## src/design/mld_pkg.sv

```systemverilog
// shared types, constants and the arctangent table for the mouse-look block
`timescale 1ns / 1ps
`default_nettype none

package mld_pkg;

  // default build values
  localparam int DEF_CORDIC_ITERATIONS = 16;
  localparam int DEF_ANGLE_FRAC_BITS   = 16;
  localparam int MAX_ITERATIONS        = 24;

  // register reset values
  localparam logic [15:0] SENS_RESET = 16'd13107;
  localparam logic [6:0]  PLIM_RESET = 7'd89;
  localparam logic [6:0]  PLIM_MAX   = 7'd89;

  // register byte addresses
  localparam logic [2:0] ADDR_SENS = 3'd0;
  localparam logic [2:0] ADDR_PLIM = 3'd4;

  // datapath operations issued by the controller
  typedef enum logic [3:0] {
    OP_NOP,
    OP_LOAD,
    OP_MULX,
    OP_YAW,
    OP_PITCH,
    OP_MOD,
    OP_ZYAW,
    OP_ROT,
    OP_ZPITCH,
    OP_SAVEP,
    OP_MULC,
    OP_MULS,
    OP_OUT
  } mld_op_e;

  typedef struct packed {
    mld_op_e    op;
    logic [4:0] idx;
  } mld_cmd_t;

  // atan(2^-i) in degrees, Q.16
  function automatic logic [21:0] atan_q16(input logic [4:0] i);
    logic [21:0] r;
    case (i)
      5'd0:    r = 22'd2949120;
      5'd1:    r = 22'd1740967;
      5'd2:    r = 22'd919879;
      5'd3:    r = 22'd466945;
      5'd4:    r = 22'd234379;
      5'd5:    r = 22'd117304;
      5'd6:    r = 22'd58666;
      5'd7:    r = 22'd29335;
      5'd8:    r = 22'd14668;
      5'd9:    r = 22'd7334;
      5'd10:   r = 22'd3667;
      5'd11:   r = 22'd1833;
      5'd12:   r = 22'd917;
      5'd13:   r = 22'd458;
      5'd14:   r = 22'd229;
      5'd15:   r = 22'd115;
      5'd16:   r = 22'd57;
      5'd17:   r = 22'd29;
      5'd18:   r = 22'd14;
      5'd19:   r = 22'd7;
      5'd20:   r = 22'd4;
      5'd21:   r = 22'd2;
      5'd22:   r = 22'd1;
      default: r = 22'd0;
    endcase
    return r;
  endfunction

endpackage

`default_nettype wire

```

## src/design/mld_ctrl.sv

```systemverilog
// controller state machine: sequences the datapath and runs both handshakes
`timescale 1ns / 1ps
`default_nettype none

module mld_ctrl #(
  parameter int CORDIC_ITERATIONS = mld_pkg::DEF_CORDIC_ITERATIONS
) (
  input  wire logic             clk_i,
  input  wire logic             rst_ni,
  input  wire logic             in_valid_i,
  output logic                  in_ready_o,
  output logic                  out_valid_o,
  input  wire logic             out_ready_i,
  output mld_pkg::mld_cmd_t     cmd_o
);

  localparam int NITER = (CORDIC_ITERATIONS > mld_pkg::MAX_ITERATIONS) ?
                         mld_pkg::MAX_ITERATIONS : CORDIC_ITERATIONS;
  localparam logic [4:0] LAST_ITER = 5'(NITER - 1);
  localparam logic [4:0] MOD_TOP   = 5'd8;

  localparam logic [3:0] ST_IDLE  = 4'd0;
  localparam logic [3:0] ST_MULX  = 4'd1;
  localparam logic [3:0] ST_YAW   = 4'd2;
  localparam logic [3:0] ST_PITCH = 4'd3;
  localparam logic [3:0] ST_MOD   = 4'd4;
  localparam logic [3:0] ST_ZYAW  = 4'd5;
  localparam logic [3:0] ST_ROTY  = 4'd6;
  localparam logic [3:0] ST_ZP    = 4'd7;
  localparam logic [3:0] ST_ROTP  = 4'd8;
  localparam logic [3:0] ST_SAVEP = 4'd9;
  localparam logic [3:0] ST_MULC  = 4'd10;
  localparam logic [3:0] ST_MULS  = 4'd11;
  localparam logic [3:0] ST_OUT   = 4'd12;

  logic [3:0] state_q, state_d;
  logic [4:0] cnt_q, cnt_d;
  logic       oval_q, oval_d;

  assign in_ready_o  = (state_q == ST_IDLE);
  assign out_valid_o = oval_q;

  // next state, step counter and datapath command
  always_comb begin
    state_d   = state_q;
    cnt_d     = cnt_q;
    oval_d    = oval_q;
    cmd_o.op  = mld_pkg::OP_NOP;
    cmd_o.idx = cnt_q;
    if (oval_q && out_ready_i) begin
      oval_d = 1'b0;
    end
    case (state_q)
      ST_IDLE: begin
        if (in_valid_i) begin
          cmd_o.op = mld_pkg::OP_LOAD;
          state_d  = ST_MULX;
        end
      end
      ST_MULX: begin
        cmd_o.op = mld_pkg::OP_MULX;
        state_d  = ST_YAW;
      end
      ST_YAW: begin
        cmd_o.op = mld_pkg::OP_YAW;
        state_d  = ST_PITCH;
      end
      ST_PITCH: begin
        cmd_o.op = mld_pkg::OP_PITCH;
        cnt_d    = MOD_TOP;
        state_d  = ST_MOD;
      end
      ST_MOD: begin
        cmd_o.op = mld_pkg::OP_MOD;
        if (cnt_q == '0) begin
          state_d = ST_ZYAW;
        end else begin
          cnt_d = cnt_q - 5'd1;
        end
      end
      ST_ZYAW: begin
        cmd_o.op = mld_pkg::OP_ZYAW;
        cnt_d    = '0;
        state_d  = ST_ROTY;
      end
      ST_ROTY: begin
        cmd_o.op = mld_pkg::OP_ROT;
        if (cnt_q == LAST_ITER) begin
          cnt_d   = '0;
          state_d = ST_ZP;
        end else begin
          cnt_d = cnt_q + 5'd1;
        end
      end
      ST_ZP: begin
        cmd_o.op = mld_pkg::OP_ZPITCH;
        state_d  = ST_ROTP;
      end
      ST_ROTP: begin
        cmd_o.op = mld_pkg::OP_ROT;
        if (cnt_q == LAST_ITER) begin
          cnt_d   = '0;
          state_d = ST_SAVEP;
        end else begin
          cnt_d = cnt_q + 5'd1;
        end
      end
      ST_SAVEP: begin
        cmd_o.op = mld_pkg::OP_SAVEP;
        state_d  = ST_MULC;
      end
      ST_MULC: begin
        cmd_o.op = mld_pkg::OP_MULC;
        state_d  = ST_MULS;
      end
      ST_MULS: begin
        cmd_o.op = mld_pkg::OP_MULS;
        state_d  = ST_OUT;
      end
      ST_OUT: begin
        // wait until the output register is free
        if (!oval_q || out_ready_i) begin
          cmd_o.op = mld_pkg::OP_OUT;
          oval_d   = 1'b1;
          state_d  = ST_IDLE;
        end
      end
      default: begin
        state_d = ST_IDLE;
      end
    endcase
  end

  // control registers
  always_ff @(posedge clk_i or negedge rst_ni) begin
    if (!rst_ni) begin
      state_q <= ST_IDLE;
      cnt_q   <= '0;
      oval_q  <= 1'b0;
    end else begin
      state_q <= state_d;
      cnt_q   <= cnt_d;
      oval_q  <= oval_d;
    end
  end

endmodule

`default_nettype wire

```

## src/design/mld_dp.sv

```systemverilog
// datapath: deltas, angle update, yaw wrap, shared cordic unit and output rounding
`timescale 1ns / 1ps
`default_nettype none

module mld_dp #(
  parameter int ANGLE_FRAC_BITS = mld_pkg::DEF_ANGLE_FRAC_BITS
) (
  input  wire logic               clk_i,
  input  wire logic               rst_ni,
  input  wire mld_pkg::mld_cmd_t  cmd_i,
  input  wire logic signed [15:0] pos_x_i,
  input  wire logic signed [15:0] pos_y_i,
  input  wire logic [15:0]        sensitivity_i,
  input  wire logic [6:0]         pitch_limit_i,
  output logic signed [15:0]      dir_x_o,
  output logic signed [15:0]      dir_y_o,
  output logic signed [15:0]      dir_z_o
);

  localparam int F   = ANGLE_FRAC_BITS;
  localparam int FUP = (F > 16) ? F - 16 : 0;
  localparam int FDN = (F < 16) ? 16 - F : 0;
  localparam int YW  = 9 + F;           // yaw, unsigned, below 360 degrees
  localparam int PW  = 8 + F;           // pitch, signed, within 89 degrees
  localparam int DXW = 34 + FUP;        // scaled delta
  localparam int SW  = DXW + 1;         // angle sums
  localparam int EW  = YW + FDN + 1;    // angle before conversion to Q.16
  localparam int ZW  = 27;              // degrees Q.16 for the cordic
  localparam int MW  = 18;              // integer degrees during the wrap

  localparam logic signed [ZW-1:0] DEG90  = ZW'(90 * 65536);
  localparam logic signed [ZW-1:0] DEG180 = ZW'(180 * 65536);
  localparam logic signed [ZW-1:0] DEG360 = ZW'(360 * 65536);
  localparam logic signed [31:0]   GAIN   = 32'sd652032874;
  localparam logic [MW-1:0]        MOD_BIAS = MW'(92160);  // 360 * 256
  localparam logic [MW-1:0]        DEG_FULL = MW'(360);

  // architectural state
  logic signed [15:0]   last_x_q, last_y_q;
  logic                 first_q;
  logic [YW-1:0]        yaw_q;
  logic signed [PW-1:0] pitch_q;

  // working registers
  logic signed [16:0]   dpx_q, dpy_q;
  logic signed [33:0]   mprod_q;
  logic [MW-1:0]        ymod_q;
  logic [F-1:0]         yfrac_q;
  logic signed [31:0]   x_q, y_q;
  logic signed [ZW-1:0] z_q;
  logic                 neg_q;
  logic signed [31:0]   cy_q, sy_q, cp_q, sp_q;
  logic signed [63:0]   cprod_q;
  logic signed [15:0]   rx_q;
  logic signed [15:0]   dir_x_q, dir_y_q, dir_z_q;

  logic signed [16:0]   dsel;
  logic signed [33:0]   mprod_w;
  logic signed [DXW-1:0] mp_w, dd_w;
  logic signed [SW-1:0] yaw_sum, pitch_sum, lim_w, plim_w;
  logic [6:0]           limc;
  logic [MW-1:0]        ymod_w, mod_c, ymod_nx;
  logic signed [EW-1:0] yaw_e, pitch_e;
  logic signed [ZW-1:0] yaw16, pitch16, ang, fold_a, fold_z;
  logic                 fold_neg;
  logic signed [31:0]   xs, ys, xr, yr, x_fin, y_fin;
  logic signed [ZW-1:0] at_w, zr;
  logic signed [31:0]   csel;
  logic signed [63:0]   cprod_w;

  function automatic logic signed [15:0] sat16(input logic signed [33:0] r);
    logic signed [15:0] s;
    if (r > 34'sd32767) begin
      s = 16'sh7fff;
    end else if (r < -34'sd32768) begin
      s = 16'sh8000;
    end else begin
      s = r[15:0];
    end
    return s;
  endfunction

  // shared delta multiplier
  always_comb begin
    dsel    = (cmd_i.op == mld_pkg::OP_MULX) ? dpx_q : dpy_q;
    mprod_w = dsel * $signed({1'b0, sensitivity_i});
    mp_w    = DXW'(mprod_q);
    dd_w    = (mp_w <<< FUP) >>> FDN;
  end

  // yaw sum split into integer degrees (biased positive) and fraction
  always_comb begin
    yaw_sum = $signed({{(SW-YW){1'b0}}, yaw_q}) + SW'(dd_w);
    ymod_w  = MW'((yaw_sum >>> F) + SW'(MOD_BIAS));
  end

  // pitch sum and clamp
  always_comb begin
    limc      = (pitch_limit_i > mld_pkg::PLIM_MAX) ? mld_pkg::PLIM_MAX : pitch_limit_i;
    lim_w     = $signed(SW'(limc) << F);
    pitch_sum = SW'(pitch_q) + SW'(dd_w);
    if (pitch_sum > lim_w) begin
      plim_w = lim_w;
    end else if (pitch_sum < -lim_w) begin
      plim_w = -lim_w;
    end else begin
      plim_w = pitch_sum;
    end
  end

  // one restoring step of the modulo 360 wrap
  always_comb begin
    mod_c   = DEG_FULL << cmd_i.idx;
    ymod_nx = (ymod_q >= mod_c) ? ymod_q - mod_c : ymod_q;
  end

  // angles to degrees Q.16 and fold into the cordic range
  always_comb begin
    yaw_e   = $signed({{(EW-YW){1'b0}}, yaw_q});
    pitch_e = EW'(pitch_q);
    yaw16   = ZW'((yaw_e <<< FDN) >>> FUP);
    pitch16 = ZW'((pitch_e <<< FDN) >>> FUP);
    ang     = (cmd_i.op == mld_pkg::OP_ZYAW) ? yaw16 : pitch16;
    fold_a  = (ang > DEG180) ? ang - DEG360 : ang;
    fold_neg = 1'b0;
    fold_z   = fold_a;
    if (fold_a > DEG90) begin
      fold_z   = fold_a - DEG180;
      fold_neg = 1'b1;
    end else if (fold_a < -DEG90) begin
      fold_z   = fold_a + DEG180;
      fold_neg = 1'b1;
    end
  end

  // one cordic rotation step
  always_comb begin
    xs   = y_q >>> cmd_i.idx;
    ys   = x_q >>> cmd_i.idx;
    at_w = ZW'(mld_pkg::atan_q16(cmd_i.idx));
    if (z_q >= 0) begin
      xr = x_q - xs;
      yr = y_q + ys;
      zr = z_q - at_w;
    end else begin
      xr = x_q + xs;
      yr = y_q - ys;
      zr = z_q + at_w;
    end
    x_fin = neg_q ? -x_q : x_q;
    y_fin = neg_q ? -y_q : y_q;
  end

  // shared product multiplier for the x and z components
  always_comb begin
    csel    = (cmd_i.op == mld_pkg::OP_MULC) ? cy_q : sy_q;
    cprod_w = csel * cp_q;
  end

  // architectural state
  always_ff @(posedge clk_i or negedge rst_ni) begin
    if (!rst_ni) begin
      last_x_q <= 16'sd400;
      last_y_q <= 16'sd300;
      first_q  <= 1'b1;
      yaw_q    <= YW'(270) << F;
      pitch_q  <= '0;
    end else begin
      case (cmd_i.op)
        mld_pkg::OP_LOAD: begin
          last_x_q <= pos_x_i;
          last_y_q <= pos_y_i;
          first_q  <= 1'b0;
        end
        mld_pkg::OP_PITCH: begin
          pitch_q <= PW'(plim_w);
        end
        mld_pkg::OP_MOD: begin
          if (cmd_i.idx == '0) begin
            yaw_q <= {ymod_nx[8:0], yfrac_q};
          end
        end
        default: begin
        end
      endcase
    end
  end

  // working registers
  always_ff @(posedge clk_i) begin
    case (cmd_i.op)
      mld_pkg::OP_LOAD: begin
        if (first_q) begin
          dpx_q <= '0;
          dpy_q <= '0;
        end else begin
          dpx_q <= 17'(pos_x_i) - 17'(last_x_q);
          dpy_q <= 17'(last_y_q) - 17'(pos_y_i);
        end
      end
      mld_pkg::OP_MULX: begin
        mprod_q <= mprod_w;
      end
      mld_pkg::OP_YAW: begin
        yfrac_q <= yaw_sum[F-1:0];
        ymod_q  <= ymod_w;
        mprod_q <= mprod_w;
      end
      mld_pkg::OP_MOD: begin
        ymod_q <= ymod_nx;
      end
      mld_pkg::OP_ZYAW: begin
        x_q   <= GAIN;
        y_q   <= '0;
        z_q   <= fold_z;
        neg_q <= fold_neg;
      end
      mld_pkg::OP_ROT: begin
        x_q <= xr;
        y_q <= yr;
        z_q <= zr;
      end
      mld_pkg::OP_ZPITCH: begin
        cy_q  <= x_fin;
        sy_q  <= y_fin;
        x_q   <= GAIN;
        y_q   <= '0;
        z_q   <= fold_z;
        neg_q <= fold_neg;
      end
      mld_pkg::OP_SAVEP: begin
        cp_q <= x_fin;
        sp_q <= y_fin;
      end
      mld_pkg::OP_MULC: begin
        cprod_q <= cprod_w;
      end
      mld_pkg::OP_MULS: begin
        rx_q    <= sat16(34'((cprod_q + 64'sd17592186044416) >>> 45));
        cprod_q <= cprod_w;
      end
      mld_pkg::OP_OUT: begin
        dir_x_q <= rx_q;
        dir_y_q <= sat16(34'((34'(sp_q) + 34'sd16384) >>> 15));
        dir_z_q <= sat16(34'((cprod_q + 64'sd17592186044416) >>> 45));
      end
      default: begin
      end
    endcase
  end

  assign dir_x_o = dir_x_q;
  assign dir_y_o = dir_y_q;
  assign dir_z_o = dir_z_q;

endmodule

`default_nettype wire

```

## src/design/mouse_look_direction.sv

```systemverilog
// top level: mouse-look direction vector from cursor positions
//
//   channel  | side   | payload                              | handshake
//   s_axis   | in     | tdata[31:0]: pos_x, pos_y            | tvalid/tready
//   m_axis   | out    | tdata[47:0]: dir_x, dir_y, dir_z     | tvalid/tready
//   apb      | config | 0x0 sensitivity, 0x4 pitch_limit     | psel/penable, pready=1
//
// an item runs from the input transfer to the result in the output register
// through the single shared cordic unit, one rotation per cycle for yaw then
// pitch. the yaw wrap adds nine conditional-subtract steps; the next input
// transfer can follow in the cycle after the result is loaded.
// the next input is taken while a result still waits on m_axis; a stalled
// output holds the sequencer only at its final step. reset is asynchronous.
`timescale 1ns / 1ps
`default_nettype none

module mouse_look_direction #(
  parameter int CORDIC_ITERATIONS = mld_pkg::DEF_CORDIC_ITERATIONS,
  parameter int ANGLE_FRAC_BITS   = mld_pkg::DEF_ANGLE_FRAC_BITS
) (
  input  wire logic        clk_i,
  input  wire logic        rst_ni,
  // input stream
  input  wire logic        s_axis_tvalid_i,
  output logic             s_axis_tready_o,
  input  wire logic [31:0] s_axis_tdata_i,   // [15:0] pos_x, [31:16] pos_y
  // output stream
  output logic             m_axis_tvalid_o,
  input  wire logic        m_axis_tready_i,
  output logic [47:0]      m_axis_tdata_o,   // [15:0] dir_x, [31:16] dir_y, [47:32] dir_z
  // configuration
  input  wire logic        psel,
  input  wire logic        penable,
  input  wire logic        pwrite,
  input  wire logic [2:0]  paddr,
  input  wire logic [31:0] pwdata,
  output logic [31:0]      prdata,
  output logic             pready
);

  logic [15:0]        sens_q;
  logic [6:0]         plim_q;
  logic               cfg_wr;
  mld_pkg::mld_cmd_t  cmd;
  logic signed [15:0] dir_x, dir_y, dir_z;

  // configuration registers
  assign pready = 1'b1;
  assign cfg_wr = psel && penable && pwrite && pready;

  always_ff @(posedge clk_i or negedge rst_ni) begin
    if (!rst_ni) begin
      sens_q <= mld_pkg::SENS_RESET;
      plim_q <= mld_pkg::PLIM_RESET;
    end else if (cfg_wr) begin
      if (paddr[2] == mld_pkg::ADDR_PLIM[2]) begin
        plim_q <= pwdata[6:0];
      end else begin
        sens_q <= pwdata[15:0];
      end
    end
  end

  // register read
  always_comb begin
    if (paddr[2] == mld_pkg::ADDR_SENS[2]) begin
      prdata = {16'd0, sens_q};
    end else begin
      prdata = {25'd0, plim_q};
    end
  end

  // controller
  mld_ctrl #(
    .CORDIC_ITERATIONS (CORDIC_ITERATIONS)
  ) u_ctrl (
    .clk_i       (clk_i),
    .rst_ni      (rst_ni),
    .in_valid_i  (s_axis_tvalid_i),
    .in_ready_o  (s_axis_tready_o),
    .out_valid_o (m_axis_tvalid_o),
    .out_ready_i (m_axis_tready_i),
    .cmd_o       (cmd)
  );

  // datapath
  mld_dp #(
    .ANGLE_FRAC_BITS (ANGLE_FRAC_BITS)
  ) u_dp (
    .clk_i         (clk_i),
    .rst_ni        (rst_ni),
    .cmd_i         (cmd),
    .pos_x_i       (s_axis_tdata_i[15:0]),
    .pos_y_i       (s_axis_tdata_i[31:16]),
    .sensitivity_i (sens_q),
    .pitch_limit_i (plim_q),
    .dir_x_o       (dir_x),
    .dir_y_o       (dir_y),
    .dir_z_o       (dir_z)
  );

  assign m_axis_tdata_o = {dir_z, dir_y, dir_x};

endmodule

`default_nettype wire

```

## config.mk

```make
export PLATFORM = sky130hd
export DESIGN_NAME = mouse_look_direction
export DESIGN_NICKNAME = d
export VERILOG_FILES = /design/src/design/mld_pkg.sv /design/src/design/mld_ctrl.sv /design/src/design/mld_dp.sv /design/src/design/mouse_look_direction.sv
export SDC_FILE = /design/constraint.sdc
export NUM_CORES = 2
export LEC_CHECK = 0
export ABC_AREA = 1
export BUFFER_PORTS_ARGS = -buffer_cell sky130_fd_sc_hd__buf_2
export CAP_MARGIN = 20
export CORE_UTILIZATION = 63
export CTS_CLUSTER_SIZE = 28
export DETAILED_ROUTE_END_ITERATION = 10
export PLACE_DENSITY = 0.81
export SETUP_SLACK_MARGIN = 0.1
export SLEW_MARGIN = 25
export SYNTH_ARGS = -nofsm -noshare
export SYNTH_HDL_FRONTEND = slang
export SYNTH_HIERARCHICAL = 1
export SYNTH_SLANG_ARGS = --single-unit
export TNS_END_PERCENT = 20
```

## constraint.sdc

```tcl
create_clock -name clk_i -period 24.3 [get_ports clk_i]
set_input_delay 4.86 -clock clk_i [delete_from_list [all_inputs] [get_ports clk_i]]
set_output_delay 4.86 -clock clk_i [all_outputs]
set_load 0.05 [all_outputs]
```

Word level (Yosys, flattened, before mapping)
Memories as Yosys holds them, arrays and structs flattened.
Index checks and enable logic that the tools add are counted.
- flip-flop bits (word level): 565
- memory bits (read-only): 704
- input port bits: 74
- output and inout port bits: 83
- logic and storage cells: 161
- memories kept: 1
- memory list (name ; words ; bits a word ; rd ports ; clocked after memory_dff ; wr ports ; RTL line ; source):
    (no name shown) ; 32 ; 22 ; 1 ; 0 ; 0 ; mld_pkg.sv:46 ; case (i)
- add/sub/neg operators: 22
- multiply operators: 2
- $lt $le $gt $ge: 12
- eq/ne operators: 32
- shift-type cells: 3
- multiplexer cells: 39
- bitwise operators: 1
- reductions and logical operators: 20
- operators with widths (operator ; number):
    $mux W32 ; 5
    $mux W27 ; 5
    $pmux W32 S2 ; 2
    $add A32 B32 Y32 ; 2
    $add A64 B46 Y64 const B ; 1
    $mul A32 B32 Y64 ; 1
    $mux W16 ; 4
    $neg A32 Y32 ; 2
    $sshr A32 B5 Y32 ; 2
    $sub A32 B32 Y32 ; 2
    $pmux W27 S2 ; 1
    $pmux W4 S13 ; 1
    $mux W24 ; 2
    $pmux W4 S12 ; 1
    $eq A4 B4 Y1 const B ; 10
    $pmux W18 S2 ; 1
    $add A24 B34 Y35 ; 1
    $gt A35 B24 Y1 ; 1
    $lt A35 B35 Y1 ; 1
    $neg A23 Y35 ; 1
    $add A26 B34 Y34 ; 1
    $mul A17 B17 Y34 ; 1
    $sub A16 B16 Y17 ; 2
    $add A32 B16 Y33 const B ; 1
    other kinds (44) ; 80

Depth between registers and ports, before layout
- word-level depth: 12
- mapped depth: 44
- depth with buffers taken out: 41

Modules after synthesis
The synthesis kept the hierarchy.
- by module, submodules not included (module ; instances ; cells each ; area an instance (µm²) ; sequential area each (µm²)):
    mld_dp ; 1 ; 10012 ; 81881.0 ; 13838.3
    mouse_look_direction ; 1 ; 164 ; 1277.5 ; 590.6
    mld_ctrl ; 1 ; 124 ; 947.2 ; 250.2

Worst setup path before layout
Ideal clock, no wire load.
- kind: input-to-reg
- start: input port s_axis_tvalid_i
- end: register u_dp.cprod_q[58] (data pin)
- library setup time: 0.259 ns
- arrival: 13.199 ns
- required time: 24.041 ns
- slack: 10.842 ns
- stages on the path: 34
- buffers on the path: 4
- cells stage by stage: a21oi_1 > o211ai_1 > nor2_4 > buf_6 > nand2_1 > clkbuf_1 > clkbuf_1 > o21ai_1 > clkbuf_1 > nor2_1 > fa_1 > fa_1 > fa_1 > fa_1 > inv_1 > fa_1 > inv_1 > fa_1 > inv_1 > fa_1 > inv_1 > fa_1 > ha_1 > nand2_1 > nor2_1 > inv_1 > nor3_1 > nand2_1 > o21ai_0 > a21oi_1 > o21bai_1 > a21oi_1 > nand2_1 > xor2_1
- RTL lines (item ; RTL line ; source):
    from (decl) ; mouse_look_direction.sv:24 ; input wire logic s_axis_tvalid_i,
    to (signal assigned) ; mld_dp.sv:236 ; cprod_q <= cprod_w;
    to (signal assigned) ; mld_dp.sv:240 ; cprod_q <= cprod_w;
    to (decl) ; mld_dp.sv:53 ; logic signed [63:0] cprod_q;

==> results.py <==
metrics = {
    "cts": {
        "cts_max_level": 2,
        "post_cts_buffers": 0,
        "clock_path_buffers": 3,
        "ctsHoldBuffers": 0,
        "cts-root-buf": "clkbuf_16",
        "path_clk_slew_ns": 0.06,
        "clock_sinks": 507,
        "cts_tree": "done",
        "numCtsBuffers": 60,
        "cts_resized": 0,
        "clkLatencyLatePin_ns": 0.69,
    },
    "drt": {
        "initialDrtViolationCount": 7107,
        "post-route-drc-count": 0,
        "viasPerCell": 5.89,
        "post_drt_wl_per_cell_um": 21.0,
        "drt-total-wl_um": 254000,
        "num_vias": 71097,
        "dr.pass1.iters": 9,
        "antenna_left": 0,
    },
    "floorplanning": {
        "io_pins": 157,
        "die-area_sq_um": 135000,
        "die_w_um": 367,
        "start_util_pct": 63.7,
        "die_y_um": 367,
        "rows": 133,
        "coreArea_sq_um": 132000,
    },
    "final_layout": {
        "layout-drive-gt1-share_pct": 5.70,
        "layout_common_cells": "nand2_1, inv_1, fa_1",
        "area_delta_synth_final_pct": 5.07,
        "mostFrequentLayoutCell": "nand2_1",
        "final_area_sq_um": 88400,
        "nets": 12216,
    },
    "yosys": {
        "synth_edf_count": 392,
        "synthFlopType": "edfxtp_1",
        "ys_async_sr_fraction_pct": 22.7,
        "yosysSeqAreaShare_pct": 17.5,
        "postSynthCellCount": 10300,
        "netlist_area_sq_um": 84100,
        "yosys_warnings": 6,
        "synth_area_leaders": "fa_1, edfxtp_1, nand2_1",
        "yosysUniqueCellTypes": 81,
        "syn_avg_cell_area_sq_um": 8.17,
        "yosys.area.top_type": "fa_1",
        "ys_ff_latch": 507,
        "synth_top_area_share_pct": 32.5,
    },
    "global_route": {
        "antenna_found_initial": 4,
        "globalRouteOverflowTotal": 0,
        "grt_max_degree": 112,
        "grt_usage_pct": 38.2,
        "grt_pass1_wl_um": 400000,
        "grt_pass1_vias": 73559,
    },
    "job": {
        "drv_cap": 0,
    },
    "sta": {
        "hold_ws_ns": 0.419,
        "setup_tns_ns": 0,
        "rsz0062_at_grt": "no",
        "finalHoldViolCount": 0,
        "finalCritPeriodShare_pct": 61.1,
        "finalMaxSlewViolations": 0,
        "final.min_clock_period_ns": 14.84,
        "finClkSkew_ns": 0.0237,
        "tightest_slew_ns": 1.16,
        "finalSetupViolations": 0,
        "clock.fmax_mhz": 67.4,
        "slew-limit-headroom_pct": 22.2,
    },
    "setup_path": {
        "startpoint_type": "input pin",
        "end_kind": "register",
        "arrival_ns": 15.26,
        "criticalPathCategory": "in2reg",
        "critPathBufInv": 11,
        "cp_max_fo": 34,
        "required_ns": 24.73,
        "path_delay_family": "adder cells",
        "cpPeakStageDelay_ns": 0.96,
        "cpMaxStageDelayCell": "fa_1",
    },
    "outcome": {
        "status": "finished, final reports clean",
    },
    "placed_design": {
        "postPlaceCellArea_sq_um": 86300,
        "portBuffers": 121,
        "gp_congestion": 1.01,
        "hpwlAfterDp_um": 200000,
    },
    "worst_hold_path": {
        "worstHoldPathType": "reg2reg",
    },
}
-- flip-flops by register name, indices dropped and copies added (netlist names), 20 cells and up --
name / flops
u_dp/dd_w: 34
u_dp/cp_q: 32
u_dp/cy_q: 32
u_dp/sy_q: 32
u_dp/x_q: 32
u_dp/y_q: 32
u_dp/z_q: 27
u_dp/yaw_q: 25
u_dp/pitch_q: 24
u_dp/cprod_q: 20
-- cells in the mapped netlist (all sizes together) (19+ instances only) --
library cell  instances
xor2                201
a31oi                39
a21boi               19
nor2               1206
nand4                73
o22ai                22
o21a                 44
nor3                 76
ha                  516
nor4                 31
inv                1973
a21o                 24
xnor2                97
buf                  95
fa                 1367
a21oi               487
nand2              2084
nand3               291
dfrtp                91
o211ai               34
clkbuf              251
clkinv               32
or2                  84
o31ai                21
o21bai               28
dfstp                24
mux2i                26
o21ai               587
edfxtp              392
-- routing by layer --
metal	vias to the layer above	wire, um	track usage [%]
met5	-	144	0.677
met3	995	28800	9.90
met1	34346	95300	48.6
met4	6	16900	20.8
met2	3937	112000	59.8
li1	31813	-	-
-- per-stage QoR --
stage	std cells	utilization, %	setup WS [ns]
global route	12063	67.0	8.89
CTS	12063	67.0	9.52
finish	12065	67.0	9.46
global placement	11952	65.4	9.05
floorplan	10315	-	10.84
detailed placement	11952	65.4	8.82
-- layout make-up --
type,instances,area (sq um)
clock buffers,67,1560
repair buffers,228,1410
clock inverters,44,542
flip-flops and latches,507,14700
diodes,2,5.00
well taps,1755,2200
multi-input cells,7457,60400
inverters,2005,7540
fillers,10804,43600
-- kinds of logic (layout without fill, tap and decap cells) --
family	Yosys count	in the layout	share of synthesized area, %
DFF	507	507	17.5
adders and majority gates	1883	1883	40.2
AOI/OAI and AO/OA	1361	1361	9.09
buffers and inverters	2351	2344	10.9
and+or+nand+nor	3871	3871	19.0
xor gates and xnor gates	298	298	3.10
other	2	19	0.00893
muxes	27	27	0.323
-- worst paths after layout --
path,cells past startpoint,slack (ns),start,to
min,0,0.42,u_dp/rx_q[6]$_DFFE_PP_,u_dp/dir_x_o[6]$_DFFE_PN_
min in group asynchronous,1,4.25,rst_ni,u_dp/yaw_q[22]$_DFFE_PN0P_
min reg2reg,0,0.42,u_dp/rx_q[6]$_DFFE_PP_,u_dp/dir_x_o[6]$_DFFE_PN_
max,37,9.46,s_axis_tvalid_i,u_dp/cprod_q[58]$_DFFE_PP_
max reg2reg,39,12.65,u_ctrl/state_q[3]$_DFFE_PN0P_,u_dp/cprod_q[58]$_DFFE_PP_
max in group asynchronous,2,18.63,rst_ni,u_dp/last_x_q[5]$_DFFE_PN0N_
Power is left out: the tool's default activity adds up to more than one toggle a clock period on the data nets, which glitch-free logic cannot reach.
